[src/design/pool_occupancy_watermark_monitor_defines.svh]
// Assertion macros shared by the pool monitor RTL
`ifndef POOL_OCCUPANCY_WATERMARK_MONITOR_DEFINES_SVH
`define POOL_OCCUPANCY_WATERMARK_MONITOR_DEFINES_SVH

// Same-cycle implication, clocked on clk, off during reset
`define POMON_ASSERT_SAME(lbl, ante, cons, msg) \
    lbl: assert property (@(posedge clk) disable iff (!rst_n) (ante) |-> (cons)) \
        else $error(msg);

// Next-cycle implication, clocked on clk, off during reset
`define POMON_ASSERT_NEXT(lbl, ante, cons, msg) \
    lbl: assert property (@(posedge clk) disable iff (!rst_n) (ante) |=> (cons)) \
        else $error(msg);

`endif

[src/design/pomon_pkg.sv]
package pomon_pkg;

    localparam int COUNT_BITS_DEF = 16;
    localparam int SPACE_BITS_DEF = 40;
    localparam int SIZE_BITS_DEF  = 32;

    localparam int ID_W       = 32;
    localparam int MAXB_W     = 16;
    localparam int SPWARN_W   = 40;
    localparam int CFG_DATA_W = 64;
    localparam int CFG_ADDR_W = 5;

    // register indexes (byte address / 8)
    localparam logic [1:0] REG_MAX_BLOCKS  = 2'd0;
    localparam logic [1:0] REG_BLOCK_WARN  = 2'd1;
    localparam logic [1:0] REG_SPACE_WARN  = 2'd2;
    localparam logic [1:0] REG_WARN_EN     = 2'd3;

    localparam logic [1:0] ST_OK        = 2'd0;
    localparam logic [1:0] ST_FULL      = 2'd1;
    localparam logic [1:0] ST_UNDERFLOW = 2'd2;

    localparam logic [2:0] BCHG_NONE       = 3'd0;
    localparam logic [2:0] BCHG_NONE_USER  = 3'd1;
    localparam logic [2:0] BCHG_USER_LIMIT = 3'd2;
    localparam logic [2:0] BCHG_LIMIT_USER = 3'd3;
    localparam logic [2:0] BCHG_USER_NONE  = 3'd4;

    localparam logic [1:0] SCHG_NONE      = 2'd0;
    localparam logic [1:0] SCHG_NONE_USER = 2'd1;
    localparam logic [1:0] SCHG_USER_NONE = 2'd2;

    typedef enum logic [1:0] {
        LVL_NONE  = 2'd0,
        LVL_USER  = 2'd1,
        LVL_LIMIT = 2'd2
    } lvl_t;

    // floor(y / 10) for y < 2^20 and floor(y / 3) for y < 2^17 by reciprocal
    localparam logic [20:0] DIV10_MUL   = 21'd1677722;
    localparam int          DIV10_SHIFT = 24;
    localparam logic [17:0] DIV3_MUL    = 18'd174763;
    localparam int          DIV3_SHIFT  = 19;

    localparam longint RESET_MAX_BLOCKS = 1024;
    localparam longint RESET_BLOCK_WARN = 768;
    localparam longint RESET_SPACE_WARN = 1048576;

    typedef struct packed {
        logic [MAXB_W-1:0]   max_blocks;
        logic [MAXB_W-1:0]   block_warn;
        logic [SPWARN_W-1:0] space_warn;
        logic                warn_en;
        logic [MAXB_W-1:0]   limit_rise;   // max_blocks * 9 / 10
        logic [MAXB_W-1:0]   limit_fall;   // max_blocks * 2 / 3
        logic [MAXB_W-1:0]   block_fall;   // block_warn * 3 / 4
        logic [SPWARN_W-1:0] space_fall;   // space_warn * 3 / 4
    } cfg_t;

    localparam cfg_t CFG_RESET = '{
        max_blocks: MAXB_W'(RESET_MAX_BLOCKS),
        block_warn: MAXB_W'(RESET_BLOCK_WARN),
        space_warn: SPWARN_W'(RESET_SPACE_WARN),
        warn_en:    1'b1,
        limit_rise: MAXB_W'(RESET_MAX_BLOCKS * 9 / 10),
        limit_fall: MAXB_W'(RESET_MAX_BLOCKS * 2 / 3),
        block_fall: MAXB_W'(RESET_BLOCK_WARN * 3 / 4),
        space_fall: SPWARN_W'(RESET_SPACE_WARN * 3 / 4)
    };

endpackage

[src/design/pomon_regs.sv]
module pomon_regs
    import pomon_pkg::*;
(
    input  logic                  clk,
    input  logic                  rst_n,
    input  logic                  psel,
    input  logic                  penable,
    input  logic                  pwrite,
    input  logic [CFG_ADDR_W-1:0] paddr,
    input  logic [CFG_DATA_W-1:0] pwdata,
    output logic [CFG_DATA_W-1:0] prdata,
    output cfg_t                  cfg
);

    cfg_t cfg_reg;
    cfg_t cfg_next;

    logic [1:0]            reg_idx;
    logic                  wr_en;
    logic [MAXB_W-1:0]     wr_max;
    logic [MAXB_W-1:0]     wr_warn;
    logic [SPWARN_W-1:0]   wr_space;
    logic [MAXB_W+3:0]     max_x9;
    logic [MAXB_W+24:0]    rise_prod;
    logic [MAXB_W:0]       max_x2;
    logic [MAXB_W+18:0]    fall_prod;

    // floor(v * 3 / 4) without growing the word
    function automatic logic [SPWARN_W-1:0] three_quarters(input logic [SPWARN_W-1:0] v);
        logic [SPWARN_W-1:0] q;
        logic [3:0]          r3;
        q  = v >> 2;
        r3 = 4'(v[1:0]) * 4'd3;
        return (q + (q << 1)) + SPWARN_W'(r3 >> 2);
    endfunction

    assign reg_idx  = paddr[CFG_ADDR_W-1:3];
    assign wr_en    = psel && penable && pwrite;
    assign wr_max   = pwdata[MAXB_W-1:0];
    assign wr_warn  = pwdata[MAXB_W-1:0];
    assign wr_space = pwdata[SPWARN_W-1:0];

    // derive the alarm thresholds once, when the register is written
    assign max_x9    = {wr_max, 3'b000} + (MAXB_W+4)'(wr_max);
    assign rise_prod = (MAXB_W+25)'(max_x9) * (MAXB_W+25)'(DIV10_MUL);
    assign max_x2    = {wr_max, 1'b0};
    assign fall_prod = (MAXB_W+19)'(max_x2) * (MAXB_W+19)'(DIV3_MUL);

    always_comb
    begin
        cfg_next = cfg_reg;
        if (wr_en)
        begin
            case (reg_idx)
                REG_MAX_BLOCKS:
                begin
                    cfg_next.max_blocks = wr_max;
                    cfg_next.limit_rise = rise_prod[DIV10_SHIFT +: MAXB_W];
                    cfg_next.limit_fall = fall_prod[DIV3_SHIFT +: MAXB_W];
                end
                REG_BLOCK_WARN:
                begin
                    cfg_next.block_warn = wr_warn;
                    cfg_next.block_fall = MAXB_W'(three_quarters(SPWARN_W'(wr_warn)));
                end
                REG_SPACE_WARN:
                begin
                    cfg_next.space_warn = wr_space;
                    cfg_next.space_fall = three_quarters(wr_space);
                end
                REG_WARN_EN:
                begin
                    cfg_next.warn_en = pwdata[0];
                end
                default:
                begin
                    cfg_next = cfg_reg;
                end
            endcase
        end
    end

    always_ff @(posedge clk or negedge rst_n)
    begin
        if (!rst_n)
        begin
            cfg_reg <= CFG_RESET;
        end
        else
        begin
            cfg_reg <= cfg_next;
        end
    end

    always_comb
    begin
        case (reg_idx)
            REG_MAX_BLOCKS: prdata = CFG_DATA_W'(cfg_reg.max_blocks);
            REG_BLOCK_WARN: prdata = CFG_DATA_W'(cfg_reg.block_warn);
            REG_SPACE_WARN: prdata = CFG_DATA_W'(cfg_reg.space_warn);
            REG_WARN_EN:    prdata = CFG_DATA_W'(cfg_reg.warn_en);
            default:        prdata = '0;
        endcase
    end

    assign cfg = cfg_reg;

endmodule

[src/design/pool_occupancy_watermark_monitor.sv]
// Block pool occupancy monitor with hysteresis watermark alarms.
// Input stream: one transfer per request; s_tuser is the request kind
// (0 allocate, 1 free), s_tdata carries the block's byte size.
// Output stream: one transfer per request with status, the allocated block
// id, the block count and byte total after the request, the alarm changes
// and the alarm levels now.
// The request is evaluated against the held counters in a single pass and
// lands in the result register. Throughput is one request per cycle, set by
// that one result register: s_tready is high when the result register is
// empty or being drained in the same cycle.
// When the receiver stalls, the result holds and input is refused until it
// is taken; nothing is dropped.
// The APB port sets max_blocks (0x00), block_warn_level (0x08),
// space_warn_level (0x10) and warnings_enabled (0x18); alarm thresholds are
// derived when a register is written. Write only while no request is open.
// Reset clears the counters, the next block id and both alarms to none,
// and loads the register defaults.
`include "pool_occupancy_watermark_monitor_defines.svh"

module pool_occupancy_watermark_monitor
    import pomon_pkg::*;
#(
    parameter int COUNT_BITS = COUNT_BITS_DEF,
    parameter int SPACE_BITS = SPACE_BITS_DEF,
    parameter int SIZE_BITS  = SIZE_BITS_DEF,
    localparam int IN_W      = ((SIZE_BITS + 7) / 8) * 8,
    localparam int OUT_RAW   = 2 + ID_W + COUNT_BITS + SPACE_BITS + 3 + 2 + 2 + 1,
    localparam int OUT_W     = ((OUT_RAW + 7) / 8) * 8
)
(
    input  logic                  clk,
    input  logic                  rst_n,
    input  logic                  psel,
    input  logic                  penable,
    input  logic                  pwrite,
    input  logic [CFG_ADDR_W-1:0] paddr,
    input  logic [CFG_DATA_W-1:0] pwdata,
    output logic [CFG_DATA_W-1:0] prdata,
    output logic                  pready,
    input  logic                  s_tvalid,
    output logic                  s_tready,
    input  logic [IN_W-1:0]       s_tdata,   // block_size
    input  logic                  s_tuser,   // req_type
    output logic                  m_tvalid,
    input  logic                  m_tready,
    // status, block_id, block_count, space_used, block_change, space_change,
    // block_level, space_level
    output logic [OUT_W-1:0]      m_tdata
);

    localparam int CMP_W  = (COUNT_BITS > MAXB_W) ? COUNT_BITS : MAXB_W;
    localparam int SUM_W  = ((SPACE_BITS > SIZE_BITS) ? SPACE_BITS : SIZE_BITS) + 1;
    localparam int SCMP_W = (SPACE_BITS > SPWARN_W) ? SPACE_BITS : SPWARN_W;

    cfg_t cfg;

    logic [COUNT_BITS-1:0] held_blocks_reg, held_blocks_next;
    logic [SPACE_BITS-1:0] held_bytes_reg, held_bytes_next;
    logic [ID_W-1:0]       next_id_reg, next_id_next;
    lvl_t                  block_lvl_reg, block_lvl_next;
    logic                  space_lvl_reg, space_lvl_next;

    logic                  m_tvalid_reg;
    logic [1:0]            status_reg, status_next;
    logic [ID_W-1:0]       id_out_reg, id_out_next;
    logic [COUNT_BITS-1:0] count_out_reg;
    logic [SPACE_BITS-1:0] space_out_reg;
    logic [2:0]            bchg_reg, bchg_next;
    logic [1:0]            schg_reg, schg_next;
    lvl_t                  blvl_out_reg;
    logic                  slvl_out_reg;

    logic                  accept;
    logic                  freeing;
    logic [SIZE_BITS-1:0]  size;
    logic                  cnt_full;
    logic [SUM_W-1:0]      sum;
    logic                  sum_sat;
    logic                  bytes_short;
    logic                  evaluate;
    logic [CMP_W-1:0]      n_ext;
    logic [SCMP_W-1:0]     bytes_ext;

    pomon_regs u_regs (
        .clk     (clk),
        .rst_n   (rst_n),
        .psel    (psel),
        .penable (penable),
        .pwrite  (pwrite),
        .paddr   (paddr),
        .pwdata  (pwdata),
        .prdata  (prdata),
        .cfg     (cfg)
    );

    assign pready   = 1'b1;
    assign s_tready = !m_tvalid_reg || m_tready;
    assign accept   = s_tvalid && s_tready;
    assign freeing  = s_tuser;
    assign size     = s_tdata[SIZE_BITS-1:0];

    // refuse at max_blocks or when the counter itself has run out of range
    assign cnt_full    = (held_blocks_reg == {COUNT_BITS{1'b1}}) ||
                         (CMP_W'(held_blocks_reg) >= CMP_W'(cfg.max_blocks));
    assign sum         = SUM_W'(held_bytes_reg) + SUM_W'(size);
    assign sum_sat     = sum > SUM_W'({SPACE_BITS{1'b1}});
    assign bytes_short = SUM_W'(held_bytes_reg) < SUM_W'(size);

    always_comb
    begin
        held_blocks_next = held_blocks_reg;
        held_bytes_next  = held_bytes_reg;
        next_id_next     = next_id_reg;
        status_next      = ST_OK;
        id_out_next      = '0;
        evaluate         = 1'b1;
        if (!freeing)
        begin
            if (cnt_full)
            begin
                status_next = ST_FULL;
                evaluate    = 1'b0;
            end
            else
            begin
                id_out_next      = next_id_reg;
                next_id_next     = next_id_reg + 1'b1;
                held_blocks_next = held_blocks_reg + 1'b1;
                held_bytes_next  = sum_sat ? {SPACE_BITS{1'b1}} : sum[SPACE_BITS-1:0];
            end
        end
        else
        begin
            // saturate each counter at zero on its own
            if (held_blocks_reg == '0)
            begin
                status_next = ST_UNDERFLOW;
            end
            else
            begin
                held_blocks_next = held_blocks_reg - 1'b1;
            end
            if (bytes_short)
            begin
                held_bytes_next = '0;
                status_next     = ST_UNDERFLOW;
            end
            else
            begin
                held_bytes_next = SPACE_BITS'(SUM_W'(held_bytes_reg) - SUM_W'(size));
            end
        end
    end

    assign n_ext     = CMP_W'(held_blocks_next);
    assign bytes_ext = SCMP_W'(held_bytes_next);

    // hysteresis: at most one step per request, direction set by the request
    always_comb
    begin
        block_lvl_next = block_lvl_reg;
        space_lvl_next = space_lvl_reg;
        bchg_next      = BCHG_NONE;
        schg_next      = SCHG_NONE;
        if (evaluate && cfg.warn_en)
        begin
            if (freeing)
            begin
                if (block_lvl_reg == LVL_LIMIT && n_ext < CMP_W'(cfg.limit_fall))
                begin
                    block_lvl_next = LVL_USER;
                    bchg_next      = BCHG_LIMIT_USER;
                end
                else if (block_lvl_reg == LVL_USER && n_ext < CMP_W'(cfg.block_fall))
                begin
                    block_lvl_next = LVL_NONE;
                    bchg_next      = BCHG_USER_NONE;
                end
                if (space_lvl_reg && bytes_ext < SCMP_W'(cfg.space_fall))
                begin
                    space_lvl_next = 1'b0;
                    schg_next      = SCHG_USER_NONE;
                end
            end
            else
            begin
                if (block_lvl_reg == LVL_NONE && n_ext >= CMP_W'(cfg.block_warn))
                begin
                    block_lvl_next = LVL_USER;
                    bchg_next      = BCHG_NONE_USER;
                end
                else if (block_lvl_reg == LVL_USER && n_ext >= CMP_W'(cfg.limit_rise))
                begin
                    block_lvl_next = LVL_LIMIT;
                    bchg_next      = BCHG_USER_LIMIT;
                end
                if (!space_lvl_reg && bytes_ext >= SCMP_W'(cfg.space_warn))
                begin
                    space_lvl_next = 1'b1;
                    schg_next      = SCHG_NONE_USER;
                end
            end
        end
    end

    always_ff @(posedge clk or negedge rst_n)
    begin
        if (!rst_n)
        begin
            held_blocks_reg <= '0;
            held_bytes_reg  <= '0;
            next_id_reg     <= '0;
            block_lvl_reg   <= LVL_NONE;
            space_lvl_reg   <= 1'b0;
            m_tvalid_reg    <= 1'b0;
        end
        else
        begin
            if (accept)
            begin
                held_blocks_reg <= held_blocks_next;
                held_bytes_reg  <= held_bytes_next;
                next_id_reg     <= next_id_next;
                block_lvl_reg   <= block_lvl_next;
                space_lvl_reg   <= space_lvl_next;
                m_tvalid_reg    <= 1'b1;
            end
            else if (m_tready)
            begin
                m_tvalid_reg <= 1'b0;
            end
        end
    end

    // result payload; load only on a new transfer so a stall holds it
    always_ff @(posedge clk)
    begin
        if (accept)
        begin
            status_reg    <= status_next;
            id_out_reg    <= id_out_next;
            count_out_reg <= held_blocks_next;
            space_out_reg <= held_bytes_next;
            bchg_reg      <= bchg_next;
            schg_reg      <= schg_next;
            blvl_out_reg  <= block_lvl_next;
            slvl_out_reg  <= space_lvl_next;
        end
    end

    assign m_tvalid = m_tvalid_reg;
    assign m_tdata  = OUT_W'({slvl_out_reg, blvl_out_reg, schg_reg, bchg_reg,
                              space_out_reg, count_out_reg, id_out_reg, status_reg});

    `POMON_ASSERT_NEXT(a_full_holds_state,
        accept && !freeing && cnt_full,
        $stable(held_blocks_reg) && $stable(held_bytes_reg) && $stable(next_id_reg),
        "refused allocate changed the pool state")
    `POMON_ASSERT_NEXT(a_block_alarm_one_step,
        block_lvl_reg == LVL_NONE,
        block_lvl_reg != LVL_LIMIT,
        "block alarm jumped from none to limit")
    `POMON_ASSERT_NEXT(a_state_idle_hold,
        !accept,
        $stable(held_blocks_reg) && $stable(held_bytes_reg) && $stable(block_lvl_reg),
        "pool state changed without a request transfer")

endmodule
[config.mk]
export PLATFORM = sky130hd
export DESIGN_NAME = pool_occupancy_watermark_monitor
export DESIGN_NICKNAME = d
export VERILOG_FILES = /design/src/design/pomon_pkg.sv /design/src/design/pomon_regs.sv /design/src/design/pool_occupancy_watermark_monitor.sv
export VERILOG_INCLUDE_DIRS = /design/src /design/src/design
export SDC_FILE = /design/constraint.sdc
export NUM_CORES = 2
export LEC_CHECK = 0
export BUFFER_PORTS_ARGS = -buffer_cell sky130_fd_sc_hd__buf_4
export CAP_MARGIN = 20
export CORE_ASPECT_RATIO = 0.9
export CORE_UTILIZATION = 40
export CTS_CLUSTER_DIAMETER = 80
export DETAILED_ROUTE_END_ITERATION = 7
export HOLD_SLACK_MARGIN = 0.05
export PLACE_DENSITY_LB_ADDON = 0.1
export SYNTH_ARGS = -nofsm -noshare
export SYNTH_HDL_FRONTEND = slang
export SYNTH_HIERARCHICAL = 1
export SYNTH_SLANG_ARGS = --single-unit
[constraint.sdc]
create_clock -name clk -period 7.1 [get_ports clk]
set_input_delay 1.42 -clock clk [delete_from_list [all_inputs] [get_ports clk]]
set_output_delay 1.42 -clock clk [all_outputs]
set_load 0.03 [all_outputs]
; ---- Word-level counts from Yosys, hierarchy flattened
; Cells that the tools add are included.
[op_classes]
add_sub_neg = 10
n_mul = 3
div_mod_pow = 0
n_lt_le_gt_ge = 9
n_eq_ne = 6
shift = 0
muxes = 34
n_bitwise = 2
reduce_logical = 24
[op_table]
columns = op, n
row1 = one-hot mux 64 bit (4 select lines), 1
row2 = 2-to-1 mux 40 bit, 4
row3 = greater-or-equal comparator 16 bit, 3
row4 = 2-to-1 mux 16 bit, 3
row5 = adder 40 x 32 -> 41 bit, 1
row6 = "greater-than comparator 41 x 40 -> 1 bit, second input constant", 1
row7 = adder 38 x 39 -> 40 bit, 1
row8 = adder 40 x 2 -> 40 bit, 1
row9 = greater-or-equal comparator 40 bit, 1
row10 = less-than comparator 40 x 32 -> 1 bit, 1
row11 = less-than comparator 40 bit, 1
row12 = subtractor 40 x 32 -> 40 bit, 1
row13 = "multiplier 20 x 20 -> 39 bit, second input constant", 1
row14 = "multiplier 16 x 18 -> 34 bit, second input constant", 1
row15 = "adder 32 x 1 -> 32 bit, second input constant", 1
row16 = less-than comparator 16 bit, 2
row17 = 2-to-1 mux 2 bit, 13
row18 = adder 19 x 16 -> 20 bit, 1
row19 = adder 14 x 15 -> 16 bit, 1
row20 = "adder 16 x 1 -> 16 bit, second input constant", 1
row21 = adder 16 x 2 -> 16 bit, 1
row22 = "equality test 16 bit, second input constant", 1
row23 = zero test 16 bit, 1
row24 = "subtractor 16 x 1 -> 16 bit, second input constant", 1
row25 = 14 further kinds, 44
[totals]
ff_bits = 351
latch_bits = 0
mem_bits_rw = 0
romBits = 0
in_bits = 109
output_inout_bits = 171
wordCells = 110
memories = 0

; ---- Longest topological paths before layout
[depth]
depth_word = 10
depth_mapped = 34

; ---- Cells and area by module
; The synthesis kept the hierarchy.
[modules_own_cells]
columns = module, instances, cells_per_inst, area_each_um2, seq_area_each_um2
row1 = pomon_regs, 1, 2157, 20353.3, 4053.9
row2 = pool_occupancy_watermark_monitor, 1, 1941, 16960.0, 5245.0

; ---- Least setup slack after synthesis
; OpenSTA, ideal clock, no wires.
[synth_timing]
path_kind = input to register
from = input pwdata[0]
to = register u_regs.cfg_reg (netlist bit u_regs/cfg[85])
arrival_time_ps = 8836
required_time_ps = 7024
setup_slack_ps = -1812
path_stages = 32
cell_sequence = ha_1 fa_1 a21o_1 a21oi_1 o21bai_1 a21oi_1 o21bai_1 a21oi_1 o211ai_1 a31oi_1 nor2b_1 xnor2_1 ha_1 fa_1 ha_1 inv_1 fa_1 inv_1 fa_1 fa_1 fa_1 ha_1 nand3_1 o221a_2 nor2b_1 a31oi_1 a21oi_1 o31ai_1 o221a_2 a31oi_1 xor2_1 o21ai_1
[synth_between]
elab_chain_len = 2
[synth_lines]
columns = item, line_no
row1 = from (decl), pool_occupancy_watermark_monitor.sv:37  ; input logic [CFG_DATA_W-1:0] pwdata,
row2 = adder 19 x 16 -> 20 bit, pomon_regs.sv:44  ; assign max_x9 = {wr_max, 3'b000} + (MAXB_W+4)'(wr_max);
row3 = multiplier 20 x 20 -> 39 bit, pomon_regs.sv:45  ; assign rise_prod = (MAXB_W+25)'(max_x9) * (MAXB_W+25)'(DIV10_MUL);
row4 = to (signal assigned), pomon_regs.sv:91  ; cfg_reg <= cfg_next;
row5 = to (decl), pomon_regs.sv:15  ; cfg_t cfg_reg;
; No other way between the ends.
; A chain may end at the register's enable or synchronous reset.

; ---- Worst setup path after layout
[layout_timing]
from = input pwdata[4]
to = register u_regs.cfg_reg (netlist bit u_regs/cfg[80])
; The elaborated chain is that of the path after synthesis.

==> run_results.csv <==
group,metric,value,unit
placed_design,dpl.hpwl,98700,um
route,post_drt_via_cell_ratio,5.20,
global_routing,grt_max_degree,158,
cells_and_area,drive_above_1_share,19.3,%
setup_path,critPathCapture,"u_regs/cfg[80]",
setup_path,end_kind,"flop",
global_routing,grt_use_met2,38.9,%
setup_path,crit_fanout,3,
min_path,hp-start,"u_regs/cfg[79]",
sta,fmax,0.123,GHz
global_routing,grt.total_usage,25.6,%
route,post-route-drc-count,0,
setup_path,r2r_cells,20,
synthesis,synth.avg_cell_area,9.11,um2
global_routing,grt_most_used_layer,"met1",
setup_path,cp-startpoint,"pwdata[4]",
synthesis,yosys_most_used_dff,"dfrtp_1",
floorplan,core,91800,um2
run,maxCapViolCount,0,
sta,period_minus_slack,8.16,ns
floorplan,die_height,292,um
setup_path,r2r-start,"u_regs/cfg[155]",
global_routing,antenna_found_initial,2,
clock_network,clk_path_buf_depth,3,
floorplan,die_w,324,um
placed_design,post-place-cells,5804,
setup_path,cp_data_required_time,7.63,ns
synthesis,ys_ff_latch,351,
cells_and_area,largest_reg_flops,161,
cells_and_area,area_growth,20.5,%
floorplan,start_util,40.6,%
setup_path,cp_data_arrival_time,8.69,ns
floorplan,row_count,105,
sta,grt_setup_unrepaired,"yes",
placed_design,port_buffers,221,
sta,finalHoldViolCount,0,
global_routing,grt_pass1_wl,185000,um
global_routing,met3_usage,2.92,%
run_status,outcome,"complete, but fails checks",
clock_network,clock_sinks,351,
placed_design,gp_congestion,0.914,
sta,post-route-period-util,115,%
clock_network,h-tree-depth,2,
clock_network,cts_hold_repair.buffers,0,
cells_and_area,finalNonFillerCells,5909,
setup_path,r2r-end,"schg_reg[1]",
global_routing,overflow,0,
synthesis,async_flop_share,72.1,%
sta,finalSetupViolations,16,
synthesis,synth_area_leader_cell,"ha_1",
sta,relSlewSlack,24.1,%
setup_path,critPathLaunchType,"primary input",
min_path,hp-class,"reg -> reg",
sta,slew_violations,0,
sta,setup_ws,-1.06,ns
synthesis,synth_most_common_cell,"inv_1",
route,via_count,30700,
clock_network,path_clk_slew,0.06,ns
global_routing,grt_pass1_vias,30400,
setup_path,cp_slowest_stage_delay,0.52,ns
route,first_pass_iters,5,
synthesis,yosys_warnings,6,
clock_network,numCtsBuffers,46,
setup_path,path_common_cell,"fa_1",
synthesis,synth_cells,4098,
run_status,violations,"setup timing",
sta,fin_skew,0.0457,ns
global_routing,grt_use_met1,39.2,%
floorplan,io_pins,280,
setup_path,crit_slowest_cell,"fa_1",
route,drtIter0Drc,2232,
synthesis,synth_cell_types,114,
setup_path,ff2ff_setup_slack,0.77,ns
synthesis,ys_top_cells_by_area,"ha_1 (20%), dfrtp_1 (16%), fa_1 (12%), edfxtp_1 (7.9%), inv_1 (6.3%)",
synthesis,synth_edf_count,98,
clock_network,clkLatencyLatePin,0.62,ns
route,wl,121000,um
synthesis,syn_area,37300,um2
cells_and_area,num-nets-final,5575,
floorplan,dieArea,94500,um2
setup_path,crit_type,"in -> reg",
clock_network,cts_tree,"built",
route,ant_nets,0,
sta,tightestPinTransition,1.13,ns
synthesis,synthTopCellsByCount,"inv_1 (624), ha_1 (608), nand2_1 (478)",
synthesis,synth_top_area_share,20.4,%
synthesis,ys_seq_area_share,24.9,%
cells_and_area,fin_util,49.0,%
clock_network,clock-root-buffer,"clkbuf_16",
route,drt-wirelength-per-cell,20.5,um
stage by stage:
stage	setup WS [ns]	hold WS, ns	setup TNS [ns]	area [um2]
2_1_floorplan	-1.27	0.438	-16.53	37600
3_3_place_gp	-1.92	0.450	-27.99	43000
3_5_place_dp	-1.98	0.449	-28.79	43000
4_1_cts	-1.10	0.459	-14.97	44900
5_1_grt	-1.41	0.475	-20.34	45000
6_report	-1.06	0.461	-15.26	45000
cell families (layout without fill, tap and decap cells):
family | after synthesis | in the layout | synth area share, %
buffers and inverters | 790 | 1341 | 8.52
DFF | 351 | 351 | 24.9
adders and majority gates | 827 | 827 | 32.1
muxes | 57 | 57 | 1.68
other | 3 | 33 | 0.0302
AOI/OAI and AO/OA | 816 | 816 | 14.7
xor gates and xnor gates | 183 | 183 | 4.30
and+or+nand+nor | 1071 | 1071 | 13.7
layer usage:
layer  share of wire, %  up-vias
met1                 50    14900
met4                1.4        0
met5                  0        -
met2                 44      672
li1                   -    15100
met3                4.8       85
critical path: cells and delay by family:
kind / cells / cell delay, ns
adder cells (fa/ha/maj): 9 / 3.36
buffers and inverters: 8 / 0.78
AO/OA/AOI/OAI: 17 / 2.56
AND/OR/NAND/NOR: 1 / 0.15
XOR/XNOR: 2 / 0.38
repair_timing:
action	CTS	global route
endpoints found under the setup margin	16	16
setup buffers	14	3
resized for setup	52	9
pin swaps	50	19
gates cloned	0	0
area by class of cell:
class / instances / area, um2
Antenna cell: 2 / 5.00
Clock buffer: 61 / 1250
Clock inverter: 25 / 284
Fill cell: 8900 / 46900
Inverter: 628 / 2370
Multi-Input combinational cell: 2985 / 25400
Sequential cell: 351 / 9300
Tap cell: 1230 / 1540
Timing Repair Buffer: 627 / 4830
cell usage in the layout, fill, tap and decap left out, types with 29 or more instances in the layout:
cell / count
a21o_1: 80
ha_1: 592
fa_1: 216
nand4_1: 51
o21ai_1: 33
mux2_2: 31
nor2b_1: 30
xor2_1: 55
a31oi_1: 29
nor2_1: 156
nand3_1: 69
nand2_1: 476
o21ai_0: 173
buf_4: 606
conb_1: 31
dfrtp_1: 233
nor3_1: 46
and2_1: 34
clkbuf_16: 46
a21oi_1: 184
edfxtp_1: 98
xnor2_1: 118
inv_1: 617
and3_1: 66
how the worst min path moves through the flow:
stage	end	slack, ns	depth (start not counted)
CTS	u_regs/cfg[49]	0.46	2
detailed placement	u_regs/cfg[49]	0.45	2
floorplan	u_regs/cfg[40]	0.44	2
global placement	u_regs/cfg[46]	0.45	2
finish	u_regs/cfg[79]	0.46	2
global route	u_regs/cfg[49]	0.48	2
Power is not shown: default switching activity piles up to over one toggle a cycle in this logic, so the estimate is an artifact.
